--- config.mk ---
export PLATFORM = sky130hd
export DESIGN_NAME = ber_real_encoder
export DESIGN_NICKNAME = d
export VERILOG_FILES = /design/src/rtl/bre_pkg.sv /design/src/rtl/ber_real_encoder.sv
export SDC_FILE = /design/constraint.sdc
export NUM_CORES = 1
export LEC_CHECK = 0
export ABC_AREA = 0
export ABC_CLOCK_PERIOD_IN_PS = 12500
export BUFFER_PORTS_ARGS = -buffer_cell sky130_fd_sc_hd__buf_2
export CAP_MARGIN = 20
export CELL_PAD_IN_SITES_DETAIL_PLACEMENT = 2
export CELL_PAD_IN_SITES_GLOBAL_PLACEMENT = 2
export CORE_MARGIN = 3
export CORE_UTILIZATION = 25
export DETAILED_ROUTE_END_ITERATION = 12
export GPL_TIMING_DRIVEN = 0
export HOLD_SLACK_MARGIN = 0.08
export PLACE_DENSITY = 0.63
export SLEW_MARGIN = 20
export SYNTH_ARGS = -nofsm -noshare
export SYNTH_HDL_FRONTEND = slang
export SYNTH_SLANG_ARGS = --single-unit
--- constraint.sdc ---
create_clock -name clk -period 12.5 [get_ports clk]
set_clock_uncertainty 0.1 [all_clocks]
set_input_delay 1.875 -clock clk [delete_from_list [all_inputs] [get_ports clk]]
set_output_delay 1.875 -clock clk [all_outputs]
set_load 0.02 [all_outputs]
--- src/rtl/bre_pkg.sv ---
// Shared types and constants for the BER REAL encoder.
package bre_pkg;

  // Identifier octet after reset.
  localparam logic [7:0] TAG_RESET = 8'h09;

  // Special content octets.
  localparam logic [7:0] OCT_PLUS_INF  = 8'h40;
  localparam logic [7:0] OCT_MINUS_INF = 8'h41;
  localparam logic [7:0] OCT_NAN       = 8'h42;
  localparam logic [7:0] OCT_MINUS_ZRO = 8'h43;

  // Info octet for binary form, base 2, scale 0.
  localparam logic [7:0] INFO_POS  = 8'b1000_0000;
  localparam logic [7:0] INFO_NEG  = 8'b1100_0000;
  localparam logic [7:0] INFO_EXP2 = 8'b0000_0001;

  localparam logic [10:0] EXP_ALL_ONES = 11'h7FF;
  localparam logic [11:0] EXP_BIAS     = 12'd1075;
  localparam logic [11:0] EXP_SUBNORM  = 12'hBCE;  // -1074

  typedef enum logic [2:0] {
    ST_IDLE,
    ST_STRIP,
    ST_FORM,
    ST_TAG,
    ST_LEN,
    ST_INFO,
    ST_EXP,
    ST_MANT
  } bre_state_t;

endpackage

--- src/rtl/ber_real_encoder.sv ---
// Top level: ASN.1 BER REAL encoder for binary64 bit patterns.
// Specials and zero go from IDLE straight to TAG; finite values first pass STRIP, which
//   drops one trailing zero bit of the mantissa per cycle (0..52 of them), and FORM.
// A new value is taken only in IDLE, once the last octet of the previous one is loaded;
//   octets leave one per cycle while m_tready holds, and the output stalls otherwise.
// Reset (rst, synchronous, active high): state to idle, output empty, real_tag to 9.
module ber_real_encoder
  import bre_pkg::*;
(
  input  logic        clk,
  input  logic        rst,
  input  logic        cfg_we,
  input  logic [7:0]  cfg_data,     // real_tag
  input  logic        s_tvalid,
  output logic        s_tready,
  input  logic [63:0] s_tdata,      // double_bits[63:0]
  output logic        m_tvalid,
  input  logic        m_tready,
  output logic [7:0]  m_tdata,      // out_byte[7:0]
  output logic        m_tlast       // last_byte
);

  bre_state_t state, state_next;

  logic [7:0]  real_tag;
  logic [52:0] mant;         // mantissa, shifted right one bit per cycle in STRIP while even
  logic [11:0] expo;         // signed exponent of the lsb of mant
  logic [7:0]  info;         // info octet, or the special octet
  logic [3:0]  clen;         // content length
  logic        exp_two;      // exponent takes two octets, first not yet sent
  logic [15:0] exp_sr;       // exponent octets, next one in the top byte
  logic [63:0] mant_sr;      // mantissa octets, left aligned
  logic [2:0]  mant_cnt;     // mantissa octets left after the current one

  logic        in_fire;
  logic        out_load;

  // input decode
  logic [10:0] in_ex;
  logic [51:0] in_frac;
  logic        in_special;   // one-octet content or empty content
  logic [7:0]  in_oct;
  logic [3:0]  in_clen;

  // normalize stage
  logic [63:0] n_form;
  logic [11:0] ev_form;
  logic        elen_two;
  logic [3:0]  nlen;
  logic [2:0]  align;

  // output selection
  logic        emit;
  logic [7:0]  byte_sel;
  logic        last_sel;

  assign in_fire  = s_tvalid && s_tready;
  assign out_load = !m_tvalid || m_tready;
  assign s_tready = (state == ST_IDLE);

  // Classify the incoming pattern.
  always_comb begin
    in_ex      = s_tdata[62:52];
    in_frac    = s_tdata[51:0];
    in_special = 1'b0;
    in_oct     = OCT_NAN;
    in_clen    = 4'd1;
    if (in_ex == EXP_ALL_ONES) begin
      in_special = 1'b1;
      if (in_frac != 52'd0) begin
        in_oct = OCT_NAN;
      end else begin
        in_oct = s_tdata[63] ? OCT_MINUS_INF : OCT_PLUS_INF;
      end
    end else if (in_ex == 11'd0 && in_frac == 52'd0) begin
      in_special = 1'b1;
      in_oct     = OCT_MINUS_ZRO;
      in_clen    = s_tdata[63] ? 4'd1 : 4'd0;
    end
  end

  // Odd mantissa and exponent to N and E: integral values move t mod 8 into N.
  always_comb begin
    if (expo[11]) begin
      n_form  = {11'd0, mant};
      ev_form = expo;
    end else begin
      n_form  = {11'd0, mant} << expo[2:0];
      ev_form = {expo[11:3], 3'b000};
    end
    elen_two = !((ev_form[11:7] == 5'b00000) || (ev_form[11:7] == 5'b11111));
    nlen = 4'd1;
    for (int k = 1; k < 8; k++) begin
      if ((n_form >> (8 * k - 1)) != 64'd0) begin
        nlen = nlen + 4'd1;
      end
    end
    align = 3'(4'd8 - nlen);
  end

  // Next state.
  always_comb begin
    state_next = state;
    unique case (state)
      ST_IDLE: begin
        if (in_fire) begin
          state_next = in_special ? ST_TAG : ST_STRIP;
        end
      end
      ST_STRIP: begin
        if (mant[0]) begin
          state_next = ST_FORM;
        end
      end
      ST_FORM: state_next = ST_TAG;
      ST_TAG: begin
        if (out_load) state_next = ST_LEN;
      end
      ST_LEN: begin
        if (out_load) state_next = (clen == 4'd0) ? ST_IDLE : ST_INFO;
      end
      ST_INFO: begin
        if (out_load) state_next = (clen == 4'd1) ? ST_IDLE : ST_EXP;
      end
      ST_EXP: begin
        if (out_load && !exp_two) state_next = ST_MANT;
      end
      ST_MANT: begin
        if (out_load && mant_cnt == 3'd0) state_next = ST_IDLE;
      end
      default: state_next = ST_IDLE;
    endcase
  end

  // Octet offered to the output register.
  always_comb begin
    emit     = 1'b1;
    byte_sel = real_tag;
    last_sel = 1'b0;
    unique case (state)
      ST_TAG:  byte_sel = real_tag;
      ST_LEN: begin
        byte_sel = {4'd0, clen};
        last_sel = (clen == 4'd0);
      end
      ST_INFO: begin
        byte_sel = info;
        last_sel = (clen == 4'd1);
      end
      ST_EXP:  byte_sel = exp_sr[15:8];
      ST_MANT: begin
        byte_sel = mant_sr[63:56];
        last_sel = (mant_cnt == 3'd0);
      end
      ST_IDLE, ST_STRIP, ST_FORM: emit = 1'b0;
      default: emit = 1'b0;
    endcase
  end

  always_ff @(posedge clk) begin
    if (rst) begin
      state    <= ST_IDLE;
      real_tag <= TAG_RESET;
      m_tvalid <= 1'b0;
    end else begin
      state <= state_next;
      if (cfg_we) begin
        real_tag <= cfg_data;
      end
      if (out_load) begin
        m_tvalid <= emit;
      end
    end
  end

  // Datapath registers.
  always_ff @(posedge clk) begin
    if (out_load) begin
      m_tdata <= byte_sel;
      m_tlast <= last_sel;
    end
    case (state)
      ST_IDLE: begin
        if (in_fire) begin
          info <= in_special ? in_oct : (s_tdata[63] ? INFO_NEG : INFO_POS);
          clen <= in_clen;
          if (in_ex == 11'd0) begin
            mant <= {1'b0, in_frac};
            expo <= EXP_SUBNORM;
          end else begin
            mant <= {1'b1, in_frac};
            expo <= {1'b0, in_ex} - EXP_BIAS;
          end
        end
      end
      ST_STRIP: begin
        if (!mant[0]) begin
          mant <= {1'b0, mant[52:1]};
          expo <= expo + 12'd1;
        end
      end
      ST_FORM: begin
        info     <= info | (elen_two ? INFO_EXP2 : 8'h00);
        clen     <= 4'd1 + (elen_two ? 4'd2 : 4'd1) + nlen;
        exp_two  <= elen_two;
        exp_sr   <= elen_two ? {{4{ev_form[11]}}, ev_form} : {ev_form[7:0], 8'h00};
        mant_sr  <= n_form << {align, 3'b000};
        mant_cnt <= 3'(nlen - 4'd1);
      end
      ST_EXP: begin
        if (out_load) begin
          exp_sr  <= {exp_sr[7:0], 8'h00};
          exp_two <= 1'b0;
        end
      end
      ST_MANT: begin
        if (out_load) begin
          mant_sr  <= {mant_sr[55:0], 8'h00};
          mant_cnt <= mant_cnt - 3'd1;
        end
      end
      default: ;
    endcase
  end

endmodule

======== Yosys cells after proc, flatten, opt, wreduce, memory -nomap -nowiden ========
Index checks and enable logic that the tools add are counted.
storage, ports and cells
  RAM bits ................................ 0
  latch bits .............................. 0
  bits of input ports ..................... 77
  word-level logic and storage cells ...... 141
  bits in read-only memories .............. 0
  output and inout port bits .............. 11
  register bits after elaboration ......... 182
  memories kept ........................... 0
operators by class
  order comparisons ....................... 0
  bitwise gates (word level) .............. 1
  divide/modulo/power cells ............... 0
  equality and inequality tests ........... 20
  multipliers ............................. 0
  add/sub/neg operators ................... 13
  multiplexer cells ....................... 57
  shift operators ......................... 2
  reduce and logical (&&, ||, !) cells .... 34
operators with widths
  cell                                                 number
  nonzero test 64 bit                                  7
  2-to-1 mux 53 bit                                    3
  2-to-1 mux 64 bit                                    2
  case mux 64 bit (2 select lines)                     1
  case mux 53 bit (2 select lines)                     1
  left shift 53 x 3 -> 64 bit                          1
  left shift 64 x 6 -> 64 bit                          1
  logical NOT 52 bit                                   1
  nonzero test 52 bit                                  1
  2-to-1 mux 12 bit                                    4
  2-to-1 mux 16 bit                                    2
  2-to-1 mux 4 bit                                     8
  case mux 16 bit (2 select lines)                     1
  case mux 8 bit (4 select lines)                      1
  2-to-1 mux 3 bit                                     10
  adder 4 x 1 -> 4 bit, second input constant          6
  2-to-1 mux 8 bit                                     3
  case mux 12 bit (2 select lines)                     1
  case mux 3 bit (8 select lines)                      1
  inequality test 2 bit, second input constant         9
  case mux 8 bit (2 select lines)                      1
  adder 12 x 1 -> 12 bit, second input constant        1
  equality test 3 bit, second input constant           4
  subtractor 11 x 11 -> 12 bit, second input constant  1
  30 further kinds                                     56

======== Logic depth before layout (Yosys ltp) ========
  depth in word-level cells ............... 19
  depth in mapped cells ................... 34
  depth with buffers taken out ............ 26

======== Worst setup path before layout ========
No wires, ideal clock.
  path type ............................... register -> register
  start ................................... register expo[0]
  end ..................................... register mant_sr[62], data pin
  data arrival time ....................... 7.595 ns
  setup slack ............................. 4.544 ns
  period minus slack after synthesis ...... 7.956 ns
  cell stages (with the launch flop) ...... 30
  buffers on the path ..................... 7
  required time ........................... 12.139 ns
  library setup time ...................... 0.261 ns
  cells stage by stage .................... edfxtp_1 > buf_6 > buf_6 > mux2_4 > mux2_2 > a32oi_2 > nand2_1 > or4_4 > buf_2 > nor4_1 > nand2_1 > or3_1 > or3_1 > fa_1 > clkbuf_1 > xnor2_1 > ha_1 > nor2_1 > a21oi_1 > ha_1 > mux2_2 > ha_1 > mux2_2 > inv_1 > ha_1 > clkbuf_1 > clkbuf_1 > clkbuf_1 > a21oi_1 > a221o_1
between the ends
  word-level cells in the longest chain between the ends .. 19
  elaborated cells between the ends (all ways) .. 25
  those cells by class .................... add/sub (7); shift (2); mux (9); reduce/logical (7)
ends and longest elaborated chain
  element                               RTL line                 RTL
  from (decl)                           ber_real_encoder.sv:27   logic [11:0] expo;
  from (signal assigned)                ber_real_encoder.sv:192  expo <= {1'b0, in_ex} - EXP_BIAS;
  from (signal assigned)                ber_real_encoder.sv:199  expo <= expo + 12'd1;
  left shift 53 x 3 -> 64 bit (*)       ber_real_encoder.sv:88   n_form = {11'd0, mant} << expo[2:0];
  2-to-1 mux 64 bit (*)                 ber_real_encoder.sv:84   if (expo[11]) begin
  nonzero test 64 bit                   ber_real_encoder.sv:94   if ((n_form >> (8 * k - 1)) != 64'd0) begin
  2-to-1 mux 2 bit                      ber_real_encoder.sv:94
  adder 4 x 1 -> 4 bit                  ber_real_encoder.sv:95   nlen = nlen + 4'd1;
  2-to-1 mux 4 bit                      ber_real_encoder.sv:94
  adder 4 x 1 -> 4 bit                  ber_real_encoder.sv:95
  2-to-1 mux 4 bit                      ber_real_encoder.sv:94
  [... 3 more ...]                      --
  2-to-1 mux 4 bit                      ber_real_encoder.sv:94
  adder 4 x 1 -> 4 bit                  ber_real_encoder.sv:95
  2-to-1 mux 4 bit                      ber_real_encoder.sv:94
  adder 4 x 1 -> 4 bit                  ber_real_encoder.sv:95
  2-to-1 mux 4 bit                      ber_real_encoder.sv:94
  subtractor 1 x 3 -> 3 bit             ber_real_encoder.sv:98   align = 3'(4'd8 - nlen);
  left shift 64 x 6 -> 64 bit (*)       ber_real_encoder.sv:207  mant_sr <= n_form << {align, 3'b000};
  case mux 64 bit (2 select lines) (*)  ber_real_encoder.sv:182  case (state)
  to (signal assigned)                  ber_real_encoder.sv:207
  to (signal assigned)                  ber_real_encoder.sv:218  mant_sr <= {mant_sr[55:0], 8'h00};
  to (decl)                             ber_real_encoder.sv:32   logic [63:0] mant_sr;
Every way passes the cells marked *; elsewhere a longest branch is shown, timed or not.
A chain may end at the register's enable or synchronous reset.

======== Final worst setup path ========
  start ................................... register expo[1]
  end ..................................... register mant_sr[62], data pin
The elaborated chain is that of the path after synthesis.

==> flow_metrics.py <==
metrics = {
    "global_routing": {
        "grt_pass1_wl_mm": 81.10,
        "grt_usage_pct": 19.77,
        "grt_max_degree": 25,
        "antenna_found_initial": 1,
        "grt_pass1_vias": 12590,
        "gr-total-overflow": 0,
    },
    "critical_path": {
        "crit_path_end_kind": "flop",
        "required_ps": 12640,
        "cp_max_fo": 10,
        "r2r_cells": 27,
        "cp.arrival_ps": 10440,
        "start_kind": "flop",
        "rrSetupSlack_ps": 2200,
        "worst-setup-path-type": "reg2reg",
        "reg2reg_to": "mant_sr[62]",
        "r2r_start": "expo[1]",
    },
    "clock_tree": {
        "path_clk_slew_ps": 90,
        "htree_levels": 4,
        "numCtsBuffers": 17,
        "clk_path_buf_depth": 2,
        "cts_tree": "yes",
        "cts_hold_buffers": 0,
        "clkLatencyLatePin_ps": 510,
        "postCtsSetupBuffers": 0,
        "cts-resized-gates": 0,
        "cts.sinks": 178,
        "cts-root-buf": "clkbuf_16",
    },
    "synthesis": {
        "synth-seq-cells": 178,
        "avgSynthCellArea_um2": 9.453,
        "synth_fp_nets": 1468,
        "synthTopCellsByCount": "nand2_1, edfxtp_1, nor2_1",
        "synth-edff-count": 166,
        "yosysWarnings": 0,
        "synth-main-ff-cell": "edfxtp_1",
        "synth_top_area_share_pct": 38.32,
        "yosys-top-cells-area": "edfxtp_1, nand2_1, mux2i_1",
        "synth_top_area_cell": "edfxtp_1",
        "ys_seq_area_share_pct": 40.17,
        "synthArstFlopShare_pct": 0,
        "yosysUniqueCellTypes": 77,
        "synth_most_common_cell": "nand2_1",
        "post_synth_inst_count": 1376,
        "synth_area_um2": 13010,
    },
    "cells_and_area": {
        "diodes": 0,
        "n_fill_cell": 5705,
        "area_growth_pct": 16.12,
        "drive_above_1_share_pct": 16.64,
        "final_nets": 1581,
    },
    "floorplanning": {
        "core_um2": 50790,
        "die_x_um": 234.1,
        "start_util_pct": 25.61,
        "io_pins": 88,
        "dieArea_um2": 54800,
        "die_y_um": 234.1,
        "rows": 82,
    },
    "sta": {
        "drv_slew": 0,
        "setup_violations": 0,
        "min_period_ps": 10300,
        "worst_pin_slew_ps": 1018,
        "rsz0062_at_grt": "no",
        "hold_violations": 0,
        "period_share_pct": 82.41,
        "timing.fmax_mhz": 97.07,
        "maxSlewHeadroom_pct": 31.54,
        "finalSetupTns_ps": 0,
    },
    "route": {
        "wire_per_inst_um": 24.63,
        "antenna_left": 0,
        "num_vias": 11740,
        "drc": 0,
        "wirelength_mm": 53.54,
        "vias_per_cell": 5.401,
        "dr.pass1.iters": 5,
        "drtIter0Drc": 874,
    },
    "run_status": {
        "status": "complete, no violations",
    },
    "placed_design": {
        "routabilityCongestion": 0.8705,
        "dp_hpwl_mm": 42.38,
        "portBuffers": 86,
    },
    "hold_path": {
        "hold_path_depth": 2,
        "holdPathEnd": "real_tag[1]",
        "hold_path_class": "reg2reg",
        "worstHoldStart": "real_tag[1]",
    },
    "run": {
        "max_cap_violations": 0,
    },
}
==> placed cells by master (no fill, tap or decap), types with 18 or more instances in the layout <==
cell type	Yosys	routed
and3_1	22	22
buf_2	12	98
nor2_1	106	106
edfxtp_1	166	166
inv_1	20	20
o31ai_1	22	22
nor2b_1	20	20
o21ai_0	101	99
mux2_2	50	50
a211oi_1	20	20
clkbuf_1	74	74
nand2b_1	60	60
mux2i_1	66	66
nand2_1	183	183
nand3_1	25	25
a21oi_1	77	76
o22ai_1	31	31
mux4_2	29	29
nor4_1	19	18
==> logic make-up (layout without fill, tap and decap cells) <==
group                    Yosys count  count (layout)  synth area share, %
AND/OR/NAND/NOR                  500             500                18.41
multiplexers                     150             150                14.95
XOR/XNOR                          26              26                1.751
AO/OA/AOI/OAI                    371             371                18.66
buffers and inverters            136             262                4.502
flip-flops                       178             178                40.17
adder cells (fa/ha/maj)           15              15                1.558
==> metal layers <==
metal / wire length [µm] / share of wire, % / track usage (%)
met1: 24630 / 46 / 26.23
met2: 25780 / 48 / 33.28
met3: 1942 / 3.6 / 3.183
met4: 1185 / 2.2 / 5.566
met5: 7 / 0.013 / 0
==> per-stage QoR <==
step                      util, %  hold WS, ps  instances  area [µm²]  setup slack [ps]
final                       29.74        408.2       2174       15100              2199
after detailed placement    28.53        393.6       2142       14490              2313
after global routing        29.74        449.4       2174       15100              1820
after floorplan                 -        354.7       1376       13010              4544
after CTS                   29.74        417.1       2174       15100              2295
after global placement      28.12        377.6       2134       14280              2535
==> worst max-delay path by stage <==
stage	startpoint	cells past startpoint	slack (ps)	to
final	expo[1]	27	2200	mant_sr[62]
after global routing	expo[1]	28	1820	mant_sr[59]
after CTS	expo[1]	27	2300	mant_sr[62]
after detailed placement	expo[1]	28	2310	mant_sr[59]
after global placement	expo[1]	27	2530	mant_sr[62]
after floorplan	expo[0]	29	4540	mant_sr[62]
==> sequential cells by signal (all words and copies together), names as in the netlist <==
name / count
clen: 4
exp_sr: 16
exp_two: 1
expo: 12
info: 4
m_tdata: 8
m_tlast: 1
m_tvalid: 1
mant: 53
mant_cnt: 3
mant_sr: 64
real_tag: 8
state: 3
==> area by class of cell <==
cell class | count | area, µm² | area share [%]
Buffer | 114 | 503.0 | 3.330
Clock buffer | 17 | 425.4 | 2.816
Clock inverter | 15 | 191.4 | 1.267
Inverter | 22 | 82.58 | 0.5467
Multi-Input combinational cell | 1062 | 7229 | 47.86
Sequential cell | 178 | 5225 | 34.59
Tap cell | 672 | 840.8 | 5.567
Timing Repair Buffer | 94 | 606.8 | 4.018
==> worst max-delay path, stage by stage (launching register included) <==
cell and delay, ps:
edfxtp_1 490, buf_2 340, buf_1 540, buf_2 380, mux4_2 360, a222oi_1 770, inv_1 180, nor4_4 460
nand2_1 260, or3_1 580, or3_1 590, fa_1 590, clkbuf_1 350, xnor2_1 150, ha_1 330, nor2_1 70
a21oi_1 210, ha_1 290, mux2_2 290, ha_1 270, mux2_2 230, inv_1 70, ha_1 270, clkbuf_1 270
clkbuf_1 460, clkbuf_1 520, a21oi_1 230, a221o_1 380
Power is not shown: default switching activity piles up to over one toggle a cycle in this logic, so the estimate is an artifact.
